File: src/sv/lens_distortion_correct_core_assert.svh
// Assertion macros shared by the lens distortion correction RTL.
`ifndef LENS_DISTORTION_CORRECT_CORE_ASSERT_SVH
`define LENS_DISTORTION_CORRECT_CORE_ASSERT_SVH

// Same-cycle implication, sampled on i_clk, off while i_rst_n is low.
`define LDC_ASSERT_IMP(label, ante, cons, msg) \
    label: assert property (@(posedge i_clk) disable iff (!i_rst_n) (ante) |-> (cons)) \
        else $error(msg);

// Next-cycle implication, sampled on i_clk, off while i_rst_n is low.
`define LDC_ASSERT_NXT(label, ante, cons, msg) \
    label: assert property (@(posedge i_clk) disable iff (!i_rst_n) (ante) |=> (cons)) \
        else $error(msg);

`endif

File: src/sv/ldc_pkg.sv
// Shared types, constants and saturating add for the lens distortion corrector.
package ldc_pkg;

    localparam int unsigned COORD_WIDTH_DEF = 32;
    localparam int unsigned DATA_W          = 64;
    localparam int unsigned CFG_IDX_W       = 4;

    localparam logic [DATA_W-1:0] S64_MAX = {1'b0, {(DATA_W-1){1'b1}}};
    localparam logic [DATA_W-1:0] S64_MIN = {1'b1, {(DATA_W-1){1'b0}}};

    // register map of the configuration port
    typedef enum logic [CFG_IDX_W-1:0] {
        CFG_CENTER_X   = 4'd0,
        CFG_CENTER_Y   = 4'd1,
        CFG_RADIAL_C0  = 4'd2,
        CFG_RADIAL_C1  = 4'd3,
        CFG_RADIAL_C2  = 4'd4,
        CFG_RADIAL_C3  = 4'd5,
        CFG_TANGENT_C1 = 4'd6,
        CFG_TANGENT_C2 = 4'd7
    } t_cfg_idx;

    // 64-bit two's complement value with its saturation flag
    typedef struct packed {
        logic              sat;
        logic [DATA_W-1:0] val;
    } t_sat64;

    function automatic t_sat64 add_sat(input logic [DATA_W-1:0] a,
                                       input logic [DATA_W-1:0] b);
        logic [DATA_W:0] s;
        t_sat64          r;
        s     = {a[DATA_W-1], a} + {b[DATA_W-1], b};
        r.sat = s[DATA_W] ^ s[DATA_W-1];
        r.val = r.sat ? (s[DATA_W] ? S64_MIN : S64_MAX) : s[DATA_W-1:0];
        return r;
    endfunction

endpackage

File: src/sv/ldc_obuf.sv
// Two-word output buffer that decouples the pipeline from the result receiver.
module ldc_obuf import ldc_pkg::*; #(
    parameter int unsigned COORD_WIDTH = COORD_WIDTH_DEF
) (
    input  logic                          i_clk,
    input  logic                          i_rst_n,
    input  logic                          i_push,
    input  logic signed [COORD_WIDTH-1:0] i_cx,
    input  logic signed [COORD_WIDTH-1:0] i_cy,
    input  logic                          i_clip,
    output logic                          o_full,
    output logic                          o_valid,
    input  logic                          i_ready,
    output logic signed [COORD_WIDTH-1:0] o_cx,
    output logic signed [COORD_WIDTH-1:0] o_cy,
    output logic                          o_clip
);

    logic signed [COORD_WIDTH-1:0] r_cx   [2];
    logic signed [COORD_WIDTH-1:0] r_cy   [2];
    logic                          r_clip [2];
    logic                          r_wp;
    logic                          r_rp;
    logic [1:0]                    r_cnt;
    logic                          w_pop;

    assign w_pop   = (r_cnt != 2'd0) & i_ready;
    assign o_valid = (r_cnt != 2'd0);
    assign o_full  = (r_cnt == 2'd2);
    assign o_cx    = r_cx[r_rp];
    assign o_cy    = r_cy[r_rp];
    assign o_clip  = r_clip[r_rp];

    always_ff @(posedge i_clk) begin
        if (!i_rst_n) begin
            r_wp  <= 1'b0;
            r_rp  <= 1'b0;
            r_cnt <= 2'd0;
        end else begin
            if (i_push) begin
                r_wp <= ~r_wp;
            end
            if (w_pop) begin
                r_rp <= ~r_rp;
            end
            r_cnt <= r_cnt + {1'b0, i_push} - {1'b0, w_pop};
        end
    end

    always_ff @(posedge i_clk) begin
        if (i_push) begin
            r_cx[r_wp]   <= i_cx;
            r_cy[r_wp]   <= i_cy;
            r_clip[r_wp] <= i_clip;
        end
    end

endmodule

File: config.mk
export PLATFORM = sky130hd
export DESIGN_NAME = ldc_obuf
export DESIGN_NICKNAME = d
export VERILOG_FILES = /design/src/sv/lens_distortion_correct_core_assert.svh /design/src/sv/ldc_pkg.sv /design/src/sv/ldc_obuf.sv
export SDC_FILE = /design/constraint.sdc
export NUM_CORES = 1
export LEC_CHECK = 0
export ABC_AREA = 1
export BUFFER_PORTS_ARGS = -buffer_cell sky130_fd_sc_hd__buf_4
export CAP_MARGIN = 20
export CORE_MARGIN = 8
export CORE_UTILIZATION = 50
export DETAILED_ROUTE_END_ITERATION = 10
export PLACE_DENSITY = 0.76
export SKIP_LAST_GASP = 1
export SYNTH_ARGS = -nofsm -noshare
export SYNTH_HDL_FRONTEND = slang
export SYNTH_SLANG_ARGS = --single-unit
File: constraint.sdc
create_clock -name i_clk -period 4.6 [get_ports i_clk]
set_input_delay 0.92 -clock i_clk [delete_from_list [all_inputs] [get_ports i_clk]]
set_output_delay 0.92 -clock i_clk [all_outputs]
set_load 0.01 [all_outputs]
## After elaboration in Yosys (flattened, before gate mapping)

Memory sizes are Yosys's and may differ from the RTL's. A register that Yosys moved wholly into a read port is not among the register bits.
Index checks and enable logic that the tools add are counted.

- Word-level logic and storage cells: 21
- Output and inout port bits: 67
- Bits in read-only memories: 0
- Memories kept: 3
- Memory bits (writable): 130
- Flip-flop bits (word level): 4
- Input port bits: 69
- Latch bits: 0

Memories:

| memory | words | width | read ports | clocked after Yosys merged registers in | wr ports | line | text |
|---|---|---|---|---|---|---|---|
| r_cx | 2 | 32 | 1 | 1 | 1 | ldc_obuf.sv:19 | `logic signed [COORD_WIDTH-1:0] r_cx [2];` |
| r_cy | 2 | 32 | 1 | 1 | 1 | ldc_obuf.sv:20 | `logic signed [COORD_WIDTH-1:0] r_cy [2];` |
| r_clip | 2 | 1 | 1 | 1 | 1 | ldc_obuf.sv:21 | `logic r_clip [2];` |

- Add/subtract/negate cells: 2
- Shifts and indexed selects: 0
- Multiply operators: 0
- Equal/unequal tests: 1
- Bitwise operators: 3
- Reductions and logical operators: 1
- Magnitude comparators: 0
- Divide/modulo/power cells: 0
- Mux-type cells: 8

Operators with widths:

| kind | number |
|---|---|
| 1-bit two-way mux | 8 |
| 2-bit by 1-bit adder with 2-bit output | 1 |
| 2-bit == test, second input constant | 1 |
| 1-bit inverter | 2 |
| 2-bit nonzero test | 1 |
| 2-bit by 1-bit subtractor with 2-bit output | 1 |
| 1-bit AND | 1 |

## Logic depth before layout (Yosys ltp)

Gate-level depths: netlist (run 1).

- Depth after elaboration: 4
- Mapped depth: 10
- Depth with buffers taken out: 10

## Worst setup path after synthesis (run 1)

Ideal clock, no wire load.

- Kind: input to register
- Start point: in i_push
- End point: mem r_clip[0] (enable)
- Buffers on the path: 0
- Path slack: 0.424 ns
- Stages on the path: 2
- Data required time: 4.110 ns
- Data arrival time: 3.686 ns
- Library setup time: 0.490 ns
- Cells stage by stage: inv_1 -> nor2_1

- Longest elaborated chain between the ends: 2

RTL lines:

| item | line | text |
|---|---|---|
| start, declared | ldc_obuf.sv:7 | `input logic i_push,` |
| 1-bit two-way mux | ldc_obuf.sv:51 | `if (i_push) begin` |
| 1-bit two-way mux (not written as such) | ldc_obuf.sv:54 | `r_clip[r_wp] <= i_clip;` |
| end, declared | ldc_obuf.sv:21 |  |

No other way between the ends.

==> impl_metrics.xml, run 1 <==
<?xml version="1.0" encoding="UTF-8"?>
<metrics>
  <group name="grt">
    <metric name="grt_antenna_before_repair" unit="">0</metric>
    <metric name="largest_net_degree_at_the_start_of_global_routing" unit="">66</metric>
    <metric name="grt.overflow.total" unit="">0</metric>
    <metric name="gr-usage-met2" unit="%">22.8</metric>
    <metric name="gr-usage-met3" unit="%">6.81</metric>
    <metric name="first_global_vias" unit="">2864</metric>
    <metric name="track_usage" unit="%">13.5</metric>
    <metric name="grt_use_met1" unit="%">14.0</metric>
    <metric name="grt_first_pass_wirelength" unit="um">14400</metric>
    <metric name="busiest_layer" unit="">met2</metric>
  </group>
  <group name="setup_path">
    <metric name="worstSetupPathType" unit="">flop to primary output</metric>
    <metric name="cp_data_required_time" unit="ns">3.68</metric>
    <metric name="wp_data_arrival" unit="ns">2.00</metric>
    <metric name="endpoint_kind" unit="">primary output</metric>
    <metric name="start_kind" unit="">flop</metric>
    <metric name="crit_path_max_fanout" unit="">39</metric>
  </group>
  <group name="timing">
    <metric name="final.hold.worst_slack" unit="ns">0.503</metric>
    <metric name="finClkSkew" unit="ns">0.00719</metric>
    <metric name="setup_violations" unit="">0</metric>
    <metric name="report.final.hold_viol_count" unit="">0</metric>
    <metric name="setup_tns" unit="ns">0</metric>
    <metric name="max_slew_violations" unit="">0</metric>
    <metric name="rsz_0062_raised_after_global_routing" unit="">false</metric>
    <metric name="worst-slew-pin-transition" unit="ns">0.932</metric>
    <metric name="period_needed" unit="ns">2.92</metric>
    <metric name="final_critical_path_setup_slack" unit="ns">1.68</metric>
    <metric name="timing.final.crit_share" unit="%">63.5</metric>
    <metric name="achievable-frequency" unit="GHz">0.342</metric>
    <metric name="slew_headroom" unit="%">37.7</metric>
  </group>
  <group name="pwr">
    <metric name="p_sw" unit="W">0.000788</metric>
    <metric name="p_int" unit="W">0.00272</metric>
    <metric name="power_per_cell_area" unit="nW/um^2">509</metric>
    <metric name="seq_power_share" unit="%">42.6</metric>
    <metric name="swShare" unit="%">22.5</metric>
    <metric name="power.clock.fraction" unit="%">37.5</metric>
    <metric name="leakage" unit="nW">2.74</metric>
    <metric name="ir_drop" unit="V">0.000328</metric>
    <metric name="p_comb_share" unit="%">19.9</metric>
  </group>
  <group name="clock_tree">
    <metric name="clk_transition_reported_paths" unit="ns">0.05</metric>
    <metric name="h-tree-depth" unit="">4</metric>
    <metric name="worstSkewPairLatency" unit="ns">0.49</metric>
    <metric name="cts_tree" unit="">yes</metric>
    <metric name="post_cts.resized_instances" unit="">0</metric>
    <metric name="cts_setup_buffers" unit="">0</metric>
    <metric name="number_of_clock_sinks_seen_by_cts" unit="">135</metric>
    <metric name="ctsRootBufferMaster" unit="">sky130_fd_sc_hd__clkbuf_8</metric>
    <metric name="cts_hold_repair.buffers" unit="">0</metric>
    <metric name="ctsLongestPathBuffers" unit="">2</metric>
    <metric name="cts_inserted_buffers" unit="">17</metric>
  </group>
  <group name="synth">
    <metric name="postSynthNetCount" unit="">309</metric>
    <metric name="synthesis.instances" unit="">238</metric>
    <metric name="yosysUniqueCellTypes" unit="">12</metric>
    <metric name="synth_warnings" unit="">0</metric>
    <metric name="synth-seq-cells" unit="">135</metric>
    <metric name="synth-seq-area-share" unit="%">78.0</metric>
    <metric name="synthesis.area" unit="sq um">5130</metric>
    <metric name="syn-mean-instance-area" unit="sq um">21.6</metric>
  </group>
  <group name="placed_design">
    <metric name="pre_cts_setup_slack" unit="ns">1.97</metric>
    <metric name="gp_routability_congestion" unit="">0.679</metric>
    <metric name="buffer_ports.inserted" unit="">135</metric>
    <metric name="dp.final_hpwl" unit="um">6110</metric>
    <metric name="dp_cells" unit="">504</metric>
  </group>
  <group name="floorplanning">
    <metric name="die_w" unit="um">117</metric>
    <metric name="fp.dieArea" unit="sq um">13800</metric>
    <metric name="std_cell_rows" unit="">37</metric>
    <metric name="fp.coreArea" unit="sq um">10100</metric>
    <metric name="initial_standard_cell_utilization_of_the_core" unit="%">50.6</metric>
    <metric name="chipHeight" unit="um">117</metric>
    <metric name="io_pins" unit="">136</metric>
  </group>
  <group name="cells_and_area">
    <metric name="final_common_cell" unit="">sky130_fd_sc_hd__buf_4</metric>
    <metric name="fillerInstances" unit="">707</metric>
    <metric name="layout_common_cells" unit="">sky130_fd_sc_hd__buf_4 (136), sky130_fd_sc_hd__edfxtp_1 (130), sky130_fd_sc_hd__mux2_4 (50)</metric>
    <metric name="finalNetCount" unit="">459</metric>
    <metric name="drive_above_1_share" unit="%">58.0</metric>
    <metric name="insertedDiodeCount" unit="">0</metric>
    <metric name="layout.cells.non_filler" unit="">536</metric>
    <metric name="area_growth_syn_to_layout" unit="%">34.3</metric>
  </group>
  <group name="detailed_routing">
    <metric name="post-route-drc-count" unit="">0</metric>
    <metric name="vias" unit="">2557</metric>
    <metric name="drt_via_density" unit="">4.77</metric>
    <metric name="detailedRoute.firstPassIterationCount" unit="">4</metric>
    <metric name="detail_route.wl_per_cell" unit="um">17.0</metric>
    <metric name="routed_antenna_nets" unit="">0</metric>
    <metric name="drt_iter0_drc" unit="">91</metric>
    <metric name="postRouteWirelength" unit="um">9130</metric>
  </group>
  <group name="flow_run">
    <metric name="max_cap_violations" unit="">0</metric>
  </group>
  <group name="status">
    <metric name="status" unit="">finished, final reports clean</metric>
  </group>
  <group name="min_path">
    <metric name="worst_hold_path_type" unit="">flop to flop</metric>
  </group>
</metrics>
[through the flow]
stage	total power [W]	utilization [%]	instance area [sq um]
finish	0.00351	68.0	6890
global route	0.00366	68.0	6890
CTS	0.00355	67.7	6870
detailed placement	0.00222	62.0	6280
global placement	0.00221	62.0	6280
floorplan	0.00193	-	5130
[power groups by stage]
stage / registers [W] / clock network (W) / logic, W
2_1_floorplan: 0.00148 / 0 / 0.000455
3_3_place_gp: 0.00156 / 0 / 0.000644
3_5_place_dp: 0.00157 / 0 / 0.000656
4_1_cts: 0.00154 / 0.00134 / 0.000660
5_1_grt: 0.00150 / 0.00140 / 0.000754
6_report: 0.00149 / 0.00131 / 0.000698
[layer usage]
metal	vias up	part of all wire [%]	wire length (um)
met5	-	0	0
met4	0	0.93	85
met3	8	8.5	780
met2	90	52	4790
met1	1238	38	3470
li1	1221	-	-
[critical path, stage by stage, from the launching register on]
cell                      delay (ns)
sky130_fd_sc_hd__dfxtp_4        0.66
sky130_fd_sc_hd__buf_16         0.31
sky130_fd_sc_hd__mux2_2         0.38
sky130_fd_sc_hd__buf_4          0.15
[final timing paths]
path | start | endpoint | slack (ns) | cells after the start
max | flop | o_cx[10] | 1.68 | 3
min | r_rp$_SDFFE_PN0P_ | r_rp$_SDFFE_PN0P_ | 0.50 | 2
max reg2reg | r_wp$_SDFFE_PN0P_ | r_cx[1][11]$_DFFE_PP_ | 2.70 | 3
min reg2reg | r_rp$_SDFFE_PN0P_ | r_rp$_SDFFE_PN0P_ | 0.50 | 2
[cell families (layout without fill, tap and decap cells)]
kind of cell | count (synthesis) | after routing | synth area share [%]
AO/OA/AOI/OAI | 1 | 1 | 0.0974
adder cells (fa/ha/maj) | 2 | 2 | 0.487
AND/OR/NAND/NOR | 20 | 20 | 1.51
multiplexers | 65 | 65 | 17.9
buffers and inverters | 15 | 177 | 2.00
flip-flops | 135 | 135 | 78.0
[cell usage after synthesis]
cell	n	share of area (%)
sky130_fd_sc_hd__nand2_1	8	0.58
sky130_fd_sc_hd__a21oi_1	1	0.097
sky130_fd_sc_hd__mux2_2	15	3.3
sky130_fd_sc_hd__buf_6	6	1.3
sky130_fd_sc_hd__inv_1	8	0.58
sky130_fd_sc_hd__buf_2	1	0.097
sky130_fd_sc_hd__dfxtp_1	5	1.9
sky130_fd_sc_hd__mux2_4	50	15
sky130_fd_sc_hd__edfxtp_1	130	76
sky130_fd_sc_hd__nor2_1	10	0.73
sky130_fd_sc_hd__ha_1	2	0.49
sky130_fd_sc_hd__nand3_1	2	0.19
[registers in the layout, indices dropped and copies added (netlist names), named ones only]
register,cells
r_cx,64
r_wp,1
r_clip,2
r_rp,1
r_cnt,2
r_cy,64
[cell type report]
class / count / area (sq um) / share of cell area, %
clock inverters: 11 / 156 / 2.27
inverters: 8 / 30.0 / 0.436
well taps: 136 / 170 / 2.47
flip-flops and latches: 135 / 4010 / 58.1
clock buffers: 20 / 425 / 6.17
repair buffers: 138 / 1070 / 15.5
multi-input cells: 88 / 1030 / 15.0
(Power assumes the default switching activity.)
==> run 2, diff against run 1 <==
Settings changed: ABC_AREA 1 to 0, CORE_UTILIZATION 50 to 47, PLACE_DENSITY 0.76 to 0.75.
Clock period 4.6 ns to 2.6 ns, I/O delays scaled along.
==> run 2 against run 1 <==
  * Setup slack lost 1.4 ns
  * Via count shrank 0.59%
  * Register-to-register slack lost 1.5 ns
  * Sequential share of layout area is essentially flat
  * Power grew 74%
  * Utilization shrank 3.9 points
  * Sequential power grew 76%
  * Clock-buffer cell count shrank 2
  * Synthesized cell count shrank 5.5%
  * Non-clock buffer count grew 3
  * Sequential cell count is the same
  * Critical path depth is the same
==> impl_metrics.xml, run 2 <==
<?xml version="1.0" encoding="UTF-8"?>
<metrics>
  <group name="status">
    <metric name="status" unit="">finished, final reports clean</metric>
  </group>
  <group name="timing">
    <metric name="setup_violations" unit="">0</metric>
    <metric name="max_slew_violations" unit="">0</metric>
    <metric name="timing.final.crit_share" unit="%">90.3</metric>
    <metric name="report.final.hold_viol_count" unit="">0</metric>
    <metric name="rsz_0062_raised_after_global_routing" unit="">false</metric>
    <metric name="slew_headroom" unit="%">67.9</metric>
    <metric name="achievable-frequency" unit="GHz">0.426</metric>
    <metric name="worst-slew-pin-transition" unit="ns">0.481</metric>
    <metric name="setup_tns" unit="ns">0</metric>
    <metric name="period_needed" unit="ns">2.35</metric>
    <metric name="finClkSkew" unit="ns">0.00617</metric>
  </group>
  <group name="pwr">
    <metric name="power.clock.fraction" unit="%">35.7</metric>
    <metric name="leakage" unit="nW">2.70</metric>
    <metric name="p_sw" unit="W">0.00144</metric>
    <metric name="power_per_cell_area" unit="nW/um^2">887</metric>
    <metric name="seq_power_share" unit="%">42.8</metric>
    <metric name="swShare" unit="%">23.5</metric>
    <metric name="p_int" unit="W">0.00467</metric>
    <metric name="p_comb_share" unit="%">21.5</metric>
    <metric name="ir_drop" unit="V">0.000452</metric>
  </group>
  <group name="floorplanning">
    <metric name="die_w" unit="um">121</metric>
    <metric name="fp.coreArea" unit="sq um">10700</metric>
    <metric name="chipHeight" unit="um">121</metric>
    <metric name="std_cell_rows" unit="">38</metric>
    <metric name="io_pins" unit="">136</metric>
    <metric name="initial_standard_cell_utilization_of_the_core" unit="%">47.8</metric>
    <metric name="fp.dieArea" unit="sq um">14500</metric>
  </group>
  <group name="grt">
    <metric name="grt_first_pass_wirelength" unit="um">14400</metric>
    <metric name="first_global_vias" unit="">2840</metric>
    <metric name="largest_net_degree_at_the_start_of_global_routing" unit="">36</metric>
    <metric name="grt_antenna_before_repair" unit="">0</metric>
    <metric name="grt.overflow.total" unit="">0</metric>
    <metric name="track_usage" unit="%">13.1</metric>
  </group>
  <group name="setup_path">
    <metric name="cp_cell_sequence" unit="">buf_12, mux2_2, buf_4</metric>
    <metric name="cp.buffers_inverters" unit="">2</metric>
    <metric name="start_kind" unit="">flop</metric>
    <metric name="cp_data_required_time" unit="ns">2.08</metric>
    <metric name="cpLargestDelayFamily" unit="">flip-flops</metric>
    <metric name="worstSetupPathType" unit="">flop to primary output</metric>
    <metric name="wp_data_arrival" unit="ns">1.83</metric>
    <metric name="crit_path_max_fanout" unit="">27</metric>
    <metric name="endpoint_kind" unit="">primary output</metric>
    <metric name="critPathSlowestCell" unit="">sky130_fd_sc_hd__dfxtp_4</metric>
    <metric name="critical_path.max_stage_delay" unit="ns">0.53</metric>
  </group>
  <group name="detailed_routing">
    <metric name="routed_antenna_nets" unit="">0</metric>
    <metric name="detailedRoute.firstPassIterationCount" unit="">6</metric>
    <metric name="vias" unit="">2542</metric>
    <metric name="drt_iter0_drc" unit="">102</metric>
    <metric name="detail_route.wl_per_cell" unit="um">17.8</metric>
    <metric name="drt_via_density" unit="">4.79</metric>
    <metric name="postRouteWirelength" unit="um">9450</metric>
    <metric name="post-route-drc-count" unit="">0</metric>
  </group>
  <group name="synth">
    <metric name="synth.cells.most_frequent" unit="">sky130_fd_sc_hd__edfxtp_1 (130), sky130_fd_sc_hd__mux2_4 (50), sky130_fd_sc_hd__mux2_2 (15), sky130_fd_sc_hd__buf_6 (6), sky130_fd_sc_hd__dfxtp_1 (5)</metric>
    <metric name="synth-seq-cells" unit="">135</metric>
    <metric name="synth_top_cells_by_area" unit="">sky130_fd_sc_hd__edfxtp_1 (76%), sky130_fd_sc_hd__mux2_4 (15%), sky130_fd_sc_hd__mux2_2 (3.3%)</metric>
    <metric name="synth_warnings" unit="">0</metric>
    <metric name="postSynthNetCount" unit="">296</metric>
    <metric name="netlist.area_leader.share" unit="%">75.9</metric>
    <metric name="synth.most_common_cell" unit="">sky130_fd_sc_hd__edfxtp_1</metric>
    <metric name="synth-seq-area-share" unit="%">77.9</metric>
    <metric name="synth_largest_area_cell" unit="">sky130_fd_sc_hd__edfxtp_1</metric>
    <metric name="compound_cell_area_share_of_the_yosys_netlist" unit="%">0.292</metric>
    <metric name="ys_async_sr_fraction" unit="%">0</metric>
    <metric name="yosys.area_share.xor_xnor" unit="%">0.438</metric>
    <metric name="synthFlopType" unit="">sky130_fd_sc_hd__edfxtp_1</metric>
    <metric name="syn-mean-instance-area" unit="sq um">22.8</metric>
    <metric name="synth_top_family_by_area" unit="">multiplexers</metric>
    <metric name="synth_adder_area_share" unit="%">0.487</metric>
    <metric name="edff_count_synth" unit="">130</metric>
    <metric name="synth.area.mux_share" unit="%">18.3</metric>
    <metric name="yosysUniqueCellTypes" unit="">16</metric>
    <metric name="synthesis.area" unit="sq um">5140</metric>
    <metric name="synth_simple_gate_area_share" unit="%">1.05</metric>
    <metric name="synthesis.instances" unit="">225</metric>
  </group>
  <group name="clock_tree">
    <metric name="post_cts.resized_instances" unit="">0</metric>
    <metric name="ctsRootBufferMaster" unit="">sky130_fd_sc_hd__clkbuf_8</metric>
    <metric name="h-tree-depth" unit="">4</metric>
    <metric name="worstSkewPairLatency" unit="ns">0.50</metric>
    <metric name="cts_hold_repair.buffers" unit="">0</metric>
    <metric name="cts_setup_buffers" unit="">0</metric>
    <metric name="ctsLongestPathBuffers" unit="">2</metric>
    <metric name="cts_inserted_buffers" unit="">17</metric>
    <metric name="cts_tree" unit="">yes</metric>
    <metric name="number_of_clock_sinks_seen_by_cts" unit="">135</metric>
    <metric name="clk_transition_reported_paths" unit="ns">0.06</metric>
  </group>
  <group name="cells_and_area">
    <metric name="final_cell_area" unit="sq um">6890</metric>
    <metric name="reg_top3" unit="">r_cx x64, r_cy x64</metric>
    <metric name="layout.cells.non_filler" unit="">531</metric>
    <metric name="layout_common_cells" unit="">sky130_fd_sc_hd__buf_4 (139), sky130_fd_sc_hd__edfxtp_1 (130), sky130_fd_sc_hd__mux2_4 (50)</metric>
    <metric name="insertedDiodeCount" unit="">0</metric>
    <metric name="drive_above_1_share" unit="%">60.9</metric>
    <metric name="final_common_cell" unit="">sky130_fd_sc_hd__buf_4</metric>
    <metric name="area_growth_syn_to_layout" unit="%">34.1</metric>
    <metric name="finalNetCount" unit="">449</metric>
  </group>
  <group name="placed_design">
    <metric name="buffer_ports.inserted" unit="">135</metric>
    <metric name="gp_routability_congestion" unit="">0.704</metric>
    <metric name="dp.final_hpwl" unit="um">6580</metric>
    <metric name="dp_cells" unit="">499</metric>
    <metric name="dpl-instance-area" unit="sq um">6340</metric>
  </group>
  <group name="flow_run">
    <metric name="max_cap_violations" unit="">0</metric>
  </group>
  <group name="min_path">
    <metric name="worst_hold_path_type" unit="">input port to flop</metric>
  </group>
</metrics>
-- run 2: cell count changes after synthesis, sizes merged, moves of 2 or more --
cell	previous run	this run
nand3	2	0
nor2	10	0
nor2b	0	4
o21a	0	2
inv	8	2
mux2i	0	2
nand2	8	1
and2	0	2
-- run 2: final timing paths --
| path | cells after the start | slack, ns | to | startpoint |
|---|---|---|---|---|
| worst min-delay path | 1 | 0.20 | r_cx[1][10]$_DFFE_PP_ | i_cx[10] |
| worst max-delay path | 3 | 0.25 | o_clip | flop |
| worst min register to register | 2 | 0.50 | flop | r_rp$_SDFFE_PN0P_ |
| worst max register to register | 6 | 1.17 | r_cnt[1]$_SDFF_PN0_ | r_cnt[0]$_SDFF_PN0_ |
-- run 2: through the flow --
step | power (W) | utilization, % | setup slack [ns] | hold WS (ns)
4_1_cts | 0.00620 | 64.1 | 0.206 | 0.169
3_3_place_gp | 0.00397 | 59.0 | 0.764 | 0.460
3_5_place_dp | 0.00401 | 59.0 | 0.752 | 0.475
2_1_floorplan | 0.00345 | - | 0.125 | 0.452
5_1_grt | 0.00634 | 64.1 | 0.171 | 0.170
6_report | 0.00611 | 64.1 | 0.253 | 0.202
-- run 2: worst register-to-register path, cell delays in order, from the launching register on --
cell,delay [ns]
sky130_fd_sc_hd__dfxtp_1,0.32
sky130_fd_sc_hd__o21a_1,0.24
sky130_fd_sc_hd__ha_1,0.28
sky130_fd_sc_hd__inv_1,0.05
sky130_fd_sc_hd__ha_1,0.14
sky130_fd_sc_hd__xnor3_1,0.20
sky130_fd_sc_hd__nor2b_1,0.12
-- run 2: cell families (layout without fill, tap and decap cells) --
| group | Yosys count | after routing |
|---|---|---|
| flops | 135 | 135 |
| mux | 67 | 67 |
| simple gates | 9 | 9 |
| buf+inv | 9 | 175 |
| fa+ha+maj | 2 | 2 |
| compound gates | 2 | 2 |
| xor+xnor | 1 | 1 |
-- run 2: layer usage --
metal  vias up  part of all wire [%]  global-route usage [%]
met2        97                    51                    22.0
met1      1245                    41                    14.5
met3         2                   7.6                    5.13
met5         -                     0                       0
met4         0                  0.31                    6.09
li1       1198                     -                       -
-- run 2: power groups by stage --
stage | combinational [W] | sequential, W | clock [W]
CTS | 0.00135 | 0.00262 | 0.00223
floorplan | 0.000840 | 0.00261 | 0
detailed placement | 0.00134 | 0.00266 | 0
global route | 0.00140 | 0.00263 | 0.00231
global placement | 0.00132 | 0.00265 | 0
finish | 0.00132 | 0.00262 | 0.00218
-- run 2: final cells by class --
| type | instances | area [sq um] |
|---|---|---|
| flip-flops and latches | 135 | 4010 |
| multi-input cells | 81 | 1060 |
| inverters | 2 | 7.51 |
| clock buffers | 18 | 418 |
| fillers | 783 | 3850 |
| well taps | 140 | 175 |
| clock inverters | 14 | 135 |
| repair buffers | 141 | 1080 |
==> run 3, diff against run 2 <==
Settings changed: CELL_PAD_IN_SITES_DETAIL_PLACEMENT from default to 2, CELL_PAD_IN_SITES_GLOBAL_PLACEMENT from default to 2, CORE_UTILIZATION 47 to 35, PLACE_DENSITY 0.75 to default, PLACE_DENSITY_LB_ADDON from default to 0.1, SETUP_SLACK_MARGIN from default to 0.15.
==> run 3 against run 2 <==
  * Power grew 2.2%
  * Global-route usage shrank 0.98 points
  * Cell count grew 8.9%
  * Setup slack gained 0.12 ns
  * Non-clock buffer count grew 3
  * Clock-buffer cell count grew 3
  * Maximum frequency grew 5.3%
  * Sequential share of layout area shrank 0.81 points
  * Largest cell class unchanged
  * Largest power group unchanged
  * Highest routed layer unchanged
==> impl_metrics.xml, run 3 (synthesized netlist as in run 2, its figures left out) <==
<?xml version="1.0" encoding="UTF-8"?>
<metrics>
  <group name="status">
    <metric name="status" unit="">finished, final reports clean</metric>
  </group>
  <group name="clock_tree">
    <metric name="cts_inserted_buffers" unit="">17</metric>
    <metric name="ctsLongestPathBuffers" unit="">2</metric>
    <metric name="cts_setup_buffers" unit="">0</metric>
    <metric name="worstSkewPairLatency" unit="ns">0.40</metric>
    <metric name="cts_tree" unit="">yes</metric>
    <metric name="ctsRootBufferMaster" unit="">sky130_fd_sc_hd__clkbuf_16</metric>
    <metric name="h-tree-depth" unit="">4</metric>
    <metric name="cts_hold_repair.buffers" unit="">0</metric>
    <metric name="clk_transition_reported_paths" unit="ns">0.05</metric>
    <metric name="post_cts.resized_instances" unit="">0</metric>
    <metric name="number_of_clock_sinks_seen_by_cts" unit="">135</metric>
  </group>
  <group name="timing">
    <metric name="setup_tns" unit="ns">0</metric>
    <metric name="timing.final.crit_share" unit="%">85.7</metric>
    <metric name="final_critical_path_setup_slack" unit="ns">0.372</metric>
    <metric name="finClkSkew" unit="ns">0.00384</metric>
    <metric name="worst-slew-pin-transition" unit="ns">0.543</metric>
    <metric name="slew_headroom" unit="%">63.8</metric>
    <metric name="setup_violations" unit="">0</metric>
    <metric name="period_needed" unit="ns">2.23</metric>
    <metric name="achievable-frequency" unit="GHz">0.449</metric>
    <metric name="final.hold.worst_slack" unit="ns">0.297</metric>
    <metric name="rsz_0062_raised_after_global_routing" unit="">false</metric>
    <metric name="max_slew_violations" unit="">0</metric>
    <metric name="report.final.hold_viol_count" unit="">0</metric>
  </group>
  <group name="pwr">
    <metric name="p_comb_share" unit="%">21.6</metric>
    <metric name="power_per_cell_area" unit="nW/um^2">894</metric>
    <metric name="swShare" unit="%">22.8</metric>
    <metric name="power.clock.fraction" unit="%">36.6</metric>
    <metric name="seq_power_share" unit="%">41.8</metric>
    <metric name="ir_drop" unit="V">0.000446</metric>
    <metric name="p_sw" unit="W">0.00143</metric>
    <metric name="leakage" unit="nW">2.73</metric>
    <metric name="p_int" unit="W">0.00482</metric>
  </group>
  <group name="grt">
    <metric name="track_usage" unit="%">12.1</metric>
    <metric name="grt_first_pass_wirelength" unit="um">16500</metric>
    <metric name="largest_net_degree_at_the_start_of_global_routing" unit="">39</metric>
    <metric name="first_global_vias" unit="">2988</metric>
    <metric name="grt_antenna_before_repair" unit="">0</metric>
    <metric name="grt.overflow.total" unit="">0</metric>
  </group>
  <group name="placed_design">
    <metric name="gp_routability_congestion" unit="">0.651</metric>
    <metric name="pre_cts_setup_slack" unit="ns">0.764</metric>
    <metric name="buffer_ports.inserted" unit="">135</metric>
    <metric name="dp.final_hpwl" unit="um">7960</metric>
  </group>
  <group name="min_path">
    <metric name="holdPathEnd" unit="">r_cy[0][17]$_DFFE_PP_</metric>
    <metric name="hold_path_startpoint" unit="">i_cy[17]</metric>
    <metric name="worst_hold_path.num_cells" unit="">1</metric>
    <metric name="worst_hold_path_type" unit="">input port to flop</metric>
  </group>
  <group name="floorplanning">
    <metric name="initial_standard_cell_utilization_of_the_core" unit="%">35.6</metric>
    <metric name="std_cell_rows" unit="">44</metric>
    <metric name="fp.dieArea" unit="sq um">18800</metric>
    <metric name="fp.coreArea" unit="sq um">14400</metric>
    <metric name="io_pins" unit="">136</metric>
    <metric name="die_w" unit="um">137</metric>
    <metric name="chipHeight" unit="um">137</metric>
  </group>
  <group name="detailed_routing">
    <metric name="routed_antenna_nets" unit="">0</metric>
    <metric name="detailedRoute.firstPassIterationCount" unit="">4</metric>
    <metric name="drt_via_density" unit="">4.42</metric>
    <metric name="postRouteWirelength" unit="um">11200</metric>
    <metric name="detail_route.wl_per_cell" unit="um">19.4</metric>
    <metric name="post-route-drc-count" unit="">0</metric>
    <metric name="vias" unit="">2557</metric>
    <metric name="drt_iter0_drc" unit="">60</metric>
  </group>
  <group name="cells_and_area">
    <metric name="finalNetCount" unit="">452</metric>
    <metric name="insertedDiodeCount" unit="">0</metric>
    <metric name="layout_common_cells" unit="">sky130_fd_sc_hd__buf_4 (142), sky130_fd_sc_hd__edfxtp_1 (130), sky130_fd_sc_hd__mux2_4 (50)</metric>
    <metric name="reg_top3" unit="">r_cx x64, r_cy x64</metric>
    <metric name="area_growth_syn_to_layout" unit="%">36.0</metric>
    <metric name="final_common_cell" unit="">sky130_fd_sc_hd__buf_4</metric>
    <metric name="drive_above_1_share" unit="%">60.4</metric>
  </group>
  <group name="setup_path">
    <metric name="worstSetupPathType" unit="">flop to primary output</metric>
    <metric name="worst_r2r_path_depth" unit="">6</metric>
    <metric name="wp_data_arrival" unit="ns">1.71</metric>
    <metric name="start_kind" unit="">flop</metric>
    <metric name="crit_path_max_fanout" unit="">13</metric>
    <metric name="r2r_start" unit="">r_cnt[0]$_SDFF_PN0_</metric>
    <metric name="cp_data_required_time" unit="ns">2.08</metric>
    <metric name="rrSetupSlack" unit="ns">1.14</metric>
    <metric name="endpoint_kind" unit="">primary output</metric>
    <metric name="worstReg2RegEnd" unit="">r_cnt[1]$_SDFF_PN0_</metric>
  </group>
  <group name="flow_run">
    <metric name="max_cap_violations" unit="">0</metric>
  </group>
</metrics>
[run 3: cell types whose count changed in the layout (fill, tap and decap cells not counted), sizes merged]
| cell | previous run | this run |
|---|---|---|
| clkbuf | 18 | 21 |
| buf | 141 | 144 |
| clkinv | 9 | 6 |
| clkinvlp | 3 | 2 |
| bufinv | 2 | 3 |
[run 3: power by group through the flow]
stage	combinational (W)	sequential, W	clock, W
6_report	0.00135	0.00261	0.00229
2_1_floorplan	0.000840	0.00261	0
4_1_cts	0.00140	0.00262	0.00236
5_1_grt	0.00145	0.00263	0.00244
3_3_place_gp	0.00137	0.00265	0
3_5_place_dp	0.00139	0.00266	0
[run 3: metrics by stage]
stage	instances	util [%]	total power, W	instance area [sq um]
2_1_floorplan	225	-	0.00345	5150
3_3_place_gp	546	44.5	0.00402	6420
3_5_place_dp	546	44.5	0.00405	6420
4_1_cts	578	48.5	0.00637	6990
5_1_grt	578	48.5	0.00652	6990
6_report	578	48.5	0.00625	6990
[run 3: critical path: stages (launching register included)]
cell and delay (ns):
sky130_fd_sc_hd__dfxtp_4 0.49, sky130_fd_sc_hd__buf_4 0.28, sky130_fd_sc_hd__mux2_2 0.38, sky130_fd_sc_hd__buf_4 0.15
[run 3: routing by layer]
| layer | track usage, % | wire (um) |
|---|---|---|
| met1 | 12.7 | 4290 |
| met2 | 20.7 | 5850 |
| met3 | 5.51 | 922 |
| met4 | 5.43 | 131 |
| met5 | 0 | 0 |
[run 3: final cells by class]
cell class | count | area [sq um]
multi-input cells | 81 | 1070
repair buffers | 144 | 1110
inverters | 2 | 7.51
flip-flops and latches | 135 | 4010
clock buffers | 21 | 440
clock inverters | 11 | 131
fillers | 1345 | 7430
well taps | 184 | 230
[run 3: how the worst max path moves through the flow]
| stage | startpoint | cells past startpoint | slack [ns] | end |
|---|---|---|---|---|
| 6_report | flop | 3 | 0.37 | o_cx[4] |
| 5_1_grt | flop | 3 | 0.27 | o_cx[4] |
| 4_1_cts | flop | 3 | 0.31 | o_cx[4] |
| 3_5_place_dp | flop | 3 | 0.76 | o_cx[4] |
| 3_3_place_gp | flop | 3 | 0.79 | o_cx[4] |
| 2_1_floorplan | i_push | 1 | 0.65 | r_clip[0]$_DFFE_PP_ |
